===== config.mk =====
export PLATFORM = sky130hd
export DESIGN_NAME = rstp_root_election_hello_timer
export DESIGN_NICKNAME = d
export VERILOG_FILES = /design/src/rtl/rstp_pkg.sv /design/src/rtl/rstp_bpdu_eval.sv /design/src/rtl/rstp_root_election_hello_timer.sv
export SDC_FILE = /design/constraint.sdc
export NUM_CORES = 1
export LEC_CHECK = 0
export BUFFER_PORTS_ARGS = -buffer_cell sky130_fd_sc_hd__buf_2
export CAP_MARGIN = 20
export CORE_MARGIN = 2
export CORE_UTILIZATION = 55
export CTS_BUF_LIST = sky130_fd_sc_hd__clkbuf_8
export CTS_CLUSTER_SIZE = 8
export DETAILED_ROUTE_END_ITERATION = 6
export PLACE_DENSITY_LB_ADDON = 0.05
export SYNTH_ARGS = -nofsm -noshare
export SYNTH_HDL_FRONTEND = slang
export SYNTH_SLANG_ARGS = --single-unit

===== constraint.sdc =====
create_clock -name clk -period 7.8 [get_ports clk]
set_input_delay 2.34 -clock clk [delete_from_list [all_inputs] [get_ports clk]]
set_output_delay 2.34 -clock clk [all_outputs]
set_load 0.005 [all_outputs]

===== src/rtl/rstp_pkg.sv =====
// ----------------------------------------------------------------------------
// rstp_pkg
// Shared types and constants for the RSTP root election and hello timer block.
// ----------------------------------------------------------------------------
package rstp_pkg;

  localparam int NUM_PORTS = 10;
  localparam int PORT_W    = 4;
  localparam int ADDR_W    = (NUM_PORTS > 1) ? $clog2(NUM_PORTS) : 1;
  localparam int MAC_W     = 48;
  localparam int PRIO_W    = 8;
  localparam int CNT_W     = 16;
  localparam int CFG_IDX_W = 2;
  localparam int CFG_W     = 48;

  localparam logic [7:0]        LLC_SAP      = 8'h42;
  localparam logic [7:0]        LLC_UI       = 8'h03;
  localparam logic [15:0]       STP_PROTO    = 16'h0000;
  localparam logic [7:0]        RSTP_VERSION = 8'd2;
  localparam logic [7:0]        BPDU_RST     = 8'd2;
  localparam logic [PRIO_W-1:0] START_PRIO   = 8'h80;

  typedef enum logic [1:0] {
    CMD_START = 2'd0,
    CMD_BPDU  = 2'd1,
    CMD_TICK  = 2'd2
  } cmd_t;

  typedef enum logic [CFG_IDX_W-1:0] {
    CFG_OWN_MAC     = 2'd0,
    CFG_FIRST_PORT  = 2'd1,
    CFG_LAST_PORT   = 2'd2,
    CFG_HELLO_TICKS = 2'd3
  } cfg_idx_t;

  localparam logic EV_REPORT = 1'b0;
  localparam logic EV_HELLO  = 1'b1;

  typedef struct packed {
    logic [1:0]       command;
    logic [7:0]       dsap;
    logic [7:0]       ssap;
    logic [7:0]       llc_control;
    logic [15:0]      protocol_id;
    logic [7:0]       bpdu_version;
    logic [7:0]       bpdu_kind;
    logic [7:0]       bpdu_root_prio;
    logic [MAC_W-1:0] bpdu_root_mac;
  } req_t;

  typedef struct packed {
    logic              event_kind;
    logic [PORT_W-1:0] port;
    logic [7:0]        root_prio;
    logic [MAC_W-1:0]  root_mac;
    logic              root_changed;
    logic              last;
  } rsp_t;

  typedef struct packed {
    logic hdr_ok;
    logic wins;
  } eval_t;

endpackage


===== src/rtl/rstp_bpdu_eval.sv =====
// ----------------------------------------------------------------------------
// rstp_bpdu_eval
// Header check of a received BPDU and root priority vector compare.
// ----------------------------------------------------------------------------
module rstp_bpdu_eval import rstp_pkg::*; (
  input  req_t              req,
  input  logic [PRIO_W-1:0] root_prio,
  input  logic [MAC_W-1:0]  root_mac,
  output eval_t             eval
);

  always_comb begin
    eval.hdr_ok = (req.dsap == LLC_SAP) && (req.ssap == LLC_SAP) &&
                  (req.llc_control == LLC_UI) && (req.protocol_id == STP_PROTO) &&
                  (req.bpdu_version == RSTP_VERSION) && (req.bpdu_kind == BPDU_RST);
    // lower priority wins, ties broken by lower MAC
    eval.wins   = (req.bpdu_root_prio < root_prio) ||
                  ((req.bpdu_root_prio == root_prio) && (req.bpdu_root_mac < root_mac));
  end

endmodule


===== src/rtl/rstp_root_election_hello_timer.sv =====
// ----------------------------------------------------------------------------
// rstp_root_election_hello_timer
// Root bridge election from received BPDUs and per-port hello countdown.
// ----------------------------------------------------------------------------
// BPDU: the report is held, then registered from S_FLUSH; new items wait for S_IDLE.
// Start: one counter RAM write per active port in S_LOAD, then the report is registered
//   from S_FLUSH.
// Tick: one RAM read, then one read-modify-write per active port; the last send request
//   is registered from S_FLUSH. Output stalls hold the block back.
// Reset clears root to priority 0x80 / MAC 0; per-entry valid bits read counters as 0.
// ----------------------------------------------------------------------------
module rstp_root_election_hello_timer import rstp_pkg::*; (
  input  logic                 clk,
  input  logic                 rst,
  input  logic                 cfg_we,
  input  logic [CFG_IDX_W-1:0] cfg_index,
  input  logic [CFG_W-1:0]     cfg_data,
  input  logic                 req_valid,
  output logic                 req_stall,
  input  req_t                 req,
  output logic                 rsp_valid,
  input  logic                 rsp_stall,
  output rsp_t                 rsp
);

  typedef enum logic [4:0] {
    S_IDLE  = 5'b00001,
    S_LOAD  = 5'b00010,
    S_READ  = 5'b00100,
    S_CHECK = 5'b01000,
    S_FLUSH = 5'b10000
  } state_t;

  state_t            state;
  logic [MAC_W-1:0]  own_mac;
  logic [PORT_W-1:0] first_port;
  logic [PORT_W-1:0] last_port;
  logic [CNT_W-1:0]  hello_ticks;

  logic [PRIO_W-1:0] root_prio;
  logic [MAC_W-1:0]  root_mac;
  logic [PORT_W-1:0] idx;
  logic              pend_valid;
  rsp_t              pend;

  // counter RAM
  logic [CNT_W-1:0]  mem [NUM_PORTS];
  logic              vld [NUM_PORTS];
  logic [CNT_W-1:0]  rd_data;
  logic              rd_vld;
  logic              mem_we;
  logic              mem_re;
  logic [ADDR_W-1:0] mem_waddr;
  logic [ADDR_W-1:0] mem_raddr;
  logic [CNT_W-1:0]  mem_wdata;

  eval_t             eval;
  logic [PORT_W-1:0] top_port;
  logic              range_ok;
  logic              accept;
  logic              slot_free;
  logic [CNT_W-1:0]  cnt_cur;
  logic [CNT_W-1:0]  cnt_dec;
  logic              fire;
  logic              check_go;
  logic              at_top;
  logic              rsp_push;
  rsp_t              rsp_data;

  rstp_bpdu_eval u_eval (
    .req       (req),
    .root_prio (root_prio),
    .root_mac  (root_mac),
    .eval      (eval)
  );

  assign top_port  = (last_port > PORT_W'(NUM_PORTS - 1)) ? PORT_W'(NUM_PORTS - 1) : last_port;
  assign range_ok  = (first_port <= top_port);
  assign req_stall = (state != S_IDLE);
  assign accept    = req_valid && !req_stall;
  assign slot_free = !rsp_valid || !rsp_stall;
  assign at_top    = (idx == top_port);

  // never-written entries read as zero
  assign cnt_cur  = rd_vld ? rd_data : '0;
  assign cnt_dec  = cnt_cur - CNT_W'(1);
  assign fire     = (cnt_dec == '0);
  // a second firing port must first move the held request out
  assign check_go = !(fire && pend_valid && !slot_free);

  always_comb begin
    mem_we    = 1'b0;
    mem_re    = 1'b0;
    mem_waddr = ADDR_W'(idx);
    mem_raddr = ADDR_W'(idx);
    mem_wdata = hello_ticks;
    rsp_push  = 1'b0;
    rsp_data  = pend;
    unique case (state)
      S_IDLE: begin
      end
      S_LOAD: begin
        mem_we = 1'b1;
      end
      S_READ: begin
        mem_re = 1'b1;
      end
      S_CHECK: begin
        mem_we    = check_go;
        mem_wdata = fire ? hello_ticks : cnt_dec;
        mem_re    = check_go && !at_top;
        mem_raddr = ADDR_W'(idx + PORT_W'(1));
        rsp_push  = check_go && fire && pend_valid;
        rsp_data.last = 1'b0;
      end
      S_FLUSH: begin
        rsp_push      = pend_valid && slot_free;
        rsp_data.last = 1'b1;
      end
      default: begin
      end
    endcase
  end

  always_ff @(posedge clk) begin
    if (mem_we) begin
      mem[mem_waddr] <= mem_wdata;
    end
    if (mem_re) begin
      rd_data <= mem[mem_raddr];
    end
  end

  always_ff @(posedge clk) begin
    if (rst) begin
      for (int i = 0; i < NUM_PORTS; i++) begin
        vld[i] <= 1'b0;
      end
      rd_vld <= 1'b0;
    end else begin
      if (mem_we) begin
        vld[mem_waddr] <= 1'b1;
      end
      if (mem_re) begin
        rd_vld <= vld[mem_raddr];
      end
    end
  end

  always_ff @(posedge clk) begin
    if (rst) begin
      own_mac     <= '0;
      first_port  <= '0;
      last_port   <= PORT_W'(9);
      hello_ticks <= CNT_W'(200);
    end else if (cfg_we) begin
      unique case (cfg_index)
        CFG_OWN_MAC:     own_mac     <= cfg_data[MAC_W-1:0];
        CFG_FIRST_PORT:  first_port  <= cfg_data[PORT_W-1:0];
        CFG_LAST_PORT:   last_port   <= cfg_data[PORT_W-1:0];
        CFG_HELLO_TICKS: hello_ticks <= cfg_data[CNT_W-1:0];
        default: begin
        end
      endcase
    end
  end

  always_ff @(posedge clk) begin
    if (rst) begin
      rsp_valid <= 1'b0;
    end else if (slot_free) begin
      rsp_valid <= rsp_push;
    end
  end

  always_ff @(posedge clk) begin
    if (rsp_push) begin
      rsp <= rsp_data;
    end
  end

  always_ff @(posedge clk) begin
    if (rst) begin
      state      <= S_IDLE;
      root_prio  <= START_PRIO;
      root_mac   <= '0;
      pend_valid <= 1'b0;
      idx        <= '0;
    end else begin
      unique case (state)
        S_IDLE: begin
          if (accept) begin
            unique case (req.command)
              CMD_START: begin
                root_prio         <= START_PRIO;
                root_mac          <= own_mac;
                pend.event_kind   <= EV_REPORT;
                pend.port         <= '0;
                pend.root_prio    <= START_PRIO;
                pend.root_mac     <= own_mac;
                pend.root_changed <= 1'b0;
                pend.last         <= 1'b1;
                pend_valid        <= 1'b1;
                idx               <= first_port;
                state             <= range_ok ? S_LOAD : S_FLUSH;
              end
              CMD_BPDU: begin
                if (eval.hdr_ok) begin
                  if (eval.wins) begin
                    root_prio <= req.bpdu_root_prio;
                    root_mac  <= req.bpdu_root_mac;
                  end
                  pend.event_kind   <= EV_REPORT;
                  pend.port         <= '0;
                  pend.root_prio    <= eval.wins ? req.bpdu_root_prio : root_prio;
                  pend.root_mac     <= eval.wins ? req.bpdu_root_mac : root_mac;
                  pend.root_changed <= eval.wins;
                  pend.last         <= 1'b1;
                  pend_valid        <= 1'b1;
                  state             <= S_FLUSH;
                end
              end
              CMD_TICK: begin
                if (range_ok) begin
                  idx   <= first_port;
                  state <= S_READ;
                end
              end
              default: begin
              end
            endcase
          end
        end
        S_LOAD: begin
          if (at_top) begin
            state <= S_FLUSH;
          end else begin
            idx <= idx + PORT_W'(1);
          end
        end
        S_READ: begin
          state <= S_CHECK;
        end
        S_CHECK: begin
          if (check_go) begin
            if (fire) begin
              pend.event_kind   <= EV_HELLO;
              pend.port         <= idx;
              pend.root_prio    <= root_prio;
              pend.root_mac     <= root_mac;
              pend.root_changed <= 1'b0;
              pend.last         <= 1'b0;
              pend_valid        <= 1'b1;
            end
            if (at_top) begin
              state <= S_FLUSH;
            end else begin
              idx <= idx + PORT_W'(1);
            end
          end
        end
        S_FLUSH: begin
          if (!pend_valid) begin
            state <= S_IDLE;
          end else if (slot_free) begin
            pend_valid <= 1'b0;
            state      <= S_IDLE;
          end
        end
        default: begin
          state <= S_IDLE;
        end
      endcase
    end
  end

  // nothing may be held back once the block takes a new item
  a_idle_no_pend: assert property (@(posedge clk) disable iff (rst)
    (state == S_IDLE) |-> !pend_valid)
    else $error("held item left behind on return to idle");

  // only a BPDU report can flag a root change, and it is always the final item
  a_changed_report: assert property (@(posedge clk) disable iff (rst)
    (rsp_valid && rsp.root_changed) |-> ((rsp.event_kind == EV_REPORT) && rsp.last))
    else $error("root change flagged on a wrong item");

  // hello requests name an active port
  a_hello_port: assert property (@(posedge clk) disable iff (rst)
    (rsp_valid && (rsp.event_kind == EV_HELLO)) |->
      ((rsp.port >= first_port) && (rsp.port <= top_port)))
    else $error("hello request for an inactive port");

  // a report carries port zero
  a_report_port: assert property (@(posedge clk) disable iff (rst)
    (rsp_valid && (rsp.event_kind == EV_REPORT)) |-> (rsp.port == '0))
    else $error("root report with nonzero port");

endmodule


---- After elaboration in Yosys (flattened, before gate mapping) ----
Memories as Yosys holds them, arrays and structs flattened. A register that Yosys moved wholly into a read port is not among the register bits.
Cells that the tools add are included.
cells by class
  magnitude comparators ................... 4
  equal/unequal tests ..................... 28
  bitwise gates (word level) .............. 1
  add/subtract/negate cells ............... 2
  mux-type cells .......................... 54
  reduce and logical (&&, ||, !) cells .... 39
operator list
  operator                                                               count
  63-bit 2-to-1 mux                                                      4
  63-bit one-hot mux with 2 select lines                                 2
  48-bit 2-to-1 mux                                                      2
  48-bit one-hot mux with 2 select lines                                 1
  48-bit < comparator                                                    1
  16-bit 2-to-1 mux                                                      3
  5-bit 2-to-1 mux                                                       8
  16-bit zero test                                                       2
  4-bit 2-to-1 mux                                                       7
  5-bit one-hot mux with 5 select lines                                  1
  8-bit by 2-bit equality test with 1-bit output, second input constant  3
  8-bit by 7-bit equality test with 1-bit output, second input constant  2
  8-bit 2-to-1 mux                                                       2
  8-bit one-hot mux with 2 select lines                                  1
  16-bit by 1-bit subtractor with 16-bit output, second input constant   1
  5-bit one-hot mux with 3 select lines                                  1
  1-bit 2-to-1 mux                                                       14
  1-bit logical AND                                                      13
  4-bit one-hot mux with 3 select lines                                  1
  6-bit AND reduction                                                    2
  1-bit one-hot mux with 2 select lines                                  5
  3-bit inequality test, second input constant                           3
  8-bit equality test                                                    1
  8-bit < comparator                                                     1
  28 further kinds                                                       47
word-level totals
  memories kept ........................... 2
  flip-flop bits (word level) ............. 265
  output and inout port bits .............. 65
  bits in writable memories ............... 170
memory list
  name  depth  bits a word  rd ports  clocked after memory_dff  wr ports  RTL line                              text
  mem   10     16           1         1                         1         rstp_root_election_hello_timer.sv:47  logic [CNT_W-1:0] mem [NUM_PORTS];
  vld   10     1            1         1                         10        rstp_root_election_hello_timer.sv:48  logic vld [NUM_PORTS];

---- Logic depth before layout (Yosys ltp) ----
  word-level depth ........................ 12
  gate-level depth with buffers ........... 14
  depth with buffers taken out ............ 11

---- By module ----
Synthesis repeated with hierarchy kept, for this count alone.
unflattened totals
  cells, all modules ...................... 1,705
  area total of the unflattened synthesis .. 20,016.7 um^2
by module, submodules not included
  module                          area each (um^2)  cells each  times used
  rstp_root_election_hello_timer  18,485.2          1,489       1
  rstp_bpdu_eval                  1,531.5           216         1

---- Worst setup path before layout ----
OpenSTA, ideal clock, no wires.
  path type ............................... reg2reg
  from .................................... reg rd_vld (read register of vld)
  to ...................................... reg rsp[0] in the netlist's numbering, enable pin
  library setup time ...................... 505 ps
  arrival time ............................ 6,098 ps
  setup slack ............................. 1,198 ps
  cell stages (with the launch flop) ...... 14
  path buffers ............................ 3
  period minus slack after synthesis ...... 6,602 ps
  path through ............................ dfxtp_1 > clkbuf_1 > buf_1 > nand2_1 > ha_1 > or3b_1 > clkbuf_1 > o311a_1 > nor3_1 > or3b_1 > nor4_4 > and2_1 > o21ai_1 > a21oi_1
on the way
  word-level cells in the longest chain between the ends .. 9
ends and longest elaborated chain
  item                                               RTL line                               text
  start: declaration                                 rstp_root_election_hello_timer.sv:50   logic rd_vld;
  16-bit 2-to-1 mux (*)                              rstp_root_election_hello_timer.sv:85   assign cnt_cur = rd_vld ? rd_data : '0;
  16-bit by 1-bit subtractor with 16-bit output (*)  rstp_root_election_hello_timer.sv:86   assign cnt_dec = cnt_cur - CNT_W'(1);
  16-bit zero test (*)                               rstp_root_election_hello_timer.sv:87   assign fire = (cnt_dec == '0);
  1-bit logical AND (2 in a row)                     rstp_root_election_hello_timer.sv:89   assign check_go = !(fire && pend_valid && !slot_free);
  1-bit zero test                                    rstp_root_election_hello_timer.sv:89
  1-bit logical AND (*) (2 in a row)                 rstp_root_election_hello_timer.sv:113  rsp_push = check_go && fire && pend_valid;
  1-bit one-hot mux with 2 select lines (*)          rstp_root_election_hello_timer.sv:99   unique case (state)
  via rsp_push                                       rstp_root_election_hello_timer.sv:67   logic rsp_push;
  end signal: assignment                             rstp_root_election_hello_timer.sv:178  rsp <= rsp_data;
  end: declaration                                   rstp_root_election_hello_timer.sv:23   output rsp_t rsp
The timed path passes the listed nets; every way through them passes the cells marked *.
A chain may end at the register's enable or synchronous reset.

---- Worst setup path after layout ----
  from .................................... in req[1] in the netlist's numbering
  to ...................................... reg pend[32] in the netlist's numbering (data pin)
on the way
  word-level cells in the longest chain between the ends .. 8
ends and longest elaborated chain
  item                                    RTL line                               text
  start: declaration                      rstp_root_election_hello_timer.sv:20   input req_t req,
  48-bit < comparator                     rstp_bpdu_eval.sv:18                   ((req.bpdu_root_prio == root_prio) && (req.bpdu_root_mac < root_mac));
  1-bit logical AND                       rstp_bpdu_eval.sv:18
  1-bit logical OR                        rstp_bpdu_eval.sv:17                   eval.wins = (req.bpdu_root_prio < root_prio) ||
  48-bit 2-to-1 mux                       --
  63-bit 2-to-1 mux                       rstp_root_election_hello_timer.sv:208  if (eval.hdr_ok) begin
  63-bit one-hot mux with 2 select lines  rstp_root_election_hello_timer.sv:193  unique case (req.command)
  63-bit 2-to-1 mux                       rstp_root_election_hello_timer.sv:192  if (accept) begin
  63-bit one-hot mux with 2 select lines  rstp_root_election_hello_timer.sv:190  unique case (state)
  end: declaration                        rstp_root_election_hello_timer.sv:44   rsp_t pend;
Every way passes these cells. The select of a mux whose other input is x is not followed.

==> flow_summary.toml <==
[floorplanning]
die_area_um2 = 39100
start_util = 0.562
row_count = 70
fp.dieW_um = 198
fp.dieH_um = 198
pin_count = 234
coreArea_um2 = 36800

[drt]
postRouteAntennaNets = 0
drc = 1
firstDrtPassIters = 7
wl_um = 53300
routedWlPerCell_um = 20.8
first_iter_violations = 1223
vias = 15458
viasPerCell = 6.03

[logic_synthesis]
ys.flop_type = "edfxtp_1"
ys_seq_area_frac = 0.598
synth-simple-area-share = 0.138
synth_edf_count = 318
synth_fa_ha_area_frac = 0.0412
yosysWarnings = 0
synth_compound_area_frac = 0.126
syn_inst = 1811
synth_seq_cells = 458
postSynthNetCount = 2048
syn-mean-instance-area_um2 = 11.4
netlist_area_um2 = 20700
synth_xor_area_frac = 0.00466
yosys-mux-area-fraction = 0.0566
synth_top_family_by_area = "simple AND/OR/NAND/NOR gates"
async_reset_ff_frac = 0
synthDistinctLibCells = 73

[grt]
antenna_found_initial = 6
grt_max_degree = 99
grt_usage = 0.275
grt_pass1_vias = 14822
grt.overflow.total = 0
grt_pass1_wl_um = 82500

[worst_hold_path]
whs_path_depth = 0
min_from = "pend[60]$_SDFFCE_PN0P_"
min_path_type = "flop to flop"
whs_endpoint = "rsp[60]$_DFFE_PP_"

[placed_design]
place_hpwl_um = 33900
finalWeightedCongestion = 0.891
port-buffer-count = 233
dp_worst_setup_slack_ns = 1.70
placed_area_um2 = 22200

[setup_path]
crit_path_top_delay_cell = "a2111oi_0"
cp.arrival_ns = 5.61
r2r-end = "rsp[5]$_DFFE_PP_"
reg2reg_slack_ns = 2.57
cp_max_fo = 39
path_cells = "buf_2, ha_1, a2111oi_0, o41ai_1, o311a_1, o32a_2, a21oi_4, buf_4, o21ai_0"
cp-start-kind = "input pin"
reg2regPathDepth = 11
crit_type = "input pin to flop"
max_stage_delay_ns = 0.69
rr_startpoint = "rd_vld$_SDFFE_PP0P_"
critPathCaptureType = "flop"
setup.worst_path.start = "req[1]"
crit_required_ns = 8.13

[timing]
period_share = 0.677
skew_ns = 0.0335
fin_tns_setup_ns = 0
tightestPinTransition_ns = 1.17
period_minus_slack_ns = 5.28
rsz0062_at_grt = "no"
relSlewSlack = 0.210
fin_ws_ns = 2.52
slew_viol_final = 0
whs_ns = 0.416
hold_violations = 0
fmax_mhz = 189
finalSetupViolCount = 0

[clock_network]
cts.sinks = 458
root_buffer = "clkbuf_8"
numCtsBuffers = 75
cts.clk_slew.worst_paths_ns = 0.06
clk_latency_ns = 0.62
clockBufferDepth = 3
ctsHoldBuffers = 0
postCtsResizedCells = 0
htreeDepth = 3
tritoncts = "built"
postCtsSetupRepairBufs = 0

[run_status]
failed_checks = "DRC"
status = "finished with violations"

[cells_and_area]
syn2layout_area_growth_pct = 14.9
layout_commonest_cell = "edfxtp_1"
layout-drive-gt1-share = 0.223
nets = 2271
fin_area_um2 = 23700
final_cell_mix = "edfxtp_1 (318), buf_2 (233), nor2_1 (211)"

[pwr]
irDropWorstVdd_uv = 117
p_per_area_nw_per_um2 = 224
p_leak_nw = 8.93

[run]
max_cap_viol_count = 0
## metal layers
layer  track usage  wire length (um)
met5             0                30
met4         0.107              1400
met3        0.0491              4540
met2         0.409             23900
met1         0.403             23400
## flip-flops by register name, summed over array words and instances (netlist names)
register / flops
hello_ticks: 16
last_port: 4
rsp_valid: 1
root_mac: 48
vld: 16
pend: 63
rsp: 63
mem: 160
first_port: 4
pend_valid: 1
rd_vld: 1
rd_data: 16
own_mac: 48
root_prio: 8
state: 5
idx: 4
## kinds of logic after synthesis
logic type | Yosys count
fa+ha+maj | 68
simple gates | 616
compound gates | 391
buf+inv | 192
flops | 458
mux | 75
xor+xnor | 11
## per-stage QoR
stage,power [mW],util,instances
detailed placement,3.49,0.604,2416
floorplan,3.25,-,1811
global placement,3.47,0.604,2416
finish,5.32,0.645,2563
global route,5.55,0.645,2561
CTS,5.35,0.640,2548
## critical path, delay by kind of cell
kind            cells  cell delay, ns
fa+ha+maj           1            0.28
buf+inv             2            0.62
compound gates      6            2.34
## cell usage after synthesis (all sizes together), types with 6 or more instances
cell type | count | area, um^2
a21oi | 117 | 589
o31ai | 7 | 52.6
a22oi | 6 | 45.0
a211oi | 20 | 155
nor4b | 7 | 61.3
nand2 | 191 | 717
nor2b | 21 | 131
nand3b | 6 | 45.0
nand2b | 12 | 75.1
o221a | 48 | 541
and3 | 9 | 56.3
inv | 75 | 282
nor2 | 213 | 802
clkbuf | 97 | 364
o22ai | 9 | 56.3
nand3 | 75 | 375
xnor2 | 8 | 70.1
nand4 | 13 | 81.3
nor3 | 12 | 65.1
o21a | 7 | 52.6
mux4 | 33 | 743
o21ai | 81 | 405
nor3b | 6 | 45.0
mux2i | 37 | 370
ha | 68 | 851
a31oi | 57 | 357
and3b | 6 | 52.6
buf | 20 | 98.8
edfxtp | 318 | 9550
nor4 | 17 | 128
dfxtp | 140 | 2800
## where the power goes
part	leakage [nW]	internal [mW]	switching, mW	total (mW)
Combinational	4.08	0.263	0.406	0.669
Sequential	4.05	2.72	0.0606	2.78
Clock	0.794	0.949	0.927	1.88
Total	8.93	3.93	1.39	5.32
## final cells by class
class,count,area (um^2)
Sequential cell,458,12400
Clock inverter,51,200
Inverter,75,282
Antenna cell,6,15.0
Multi-Input combinational cell,1161,7670
Fill cell,2965,13000
Tap cell,468,586
Clock buffer,81,1110
Timing Repair Buffer,263,1520
## how the worst max path moves through the flow
stage	cells after the start	slack, ns	to
after floorplan	13	1.20	rsp[0]$_DFFE_PP_
after CTS	10	2.32	root_mac[45]$_SDFFE_PP0P_
after global routing	11	2.25	pend[7]$_DFFE_PP_
after detailed placement	10	1.70	root_mac[22]$_SDFFE_PP0P_
after global placement	10	1.80	root_mac[21]$_SDFFE_PP0P_
final	9	2.52	pend[32]$_DFFE_PP_
(Power assumes the default switching activity.)
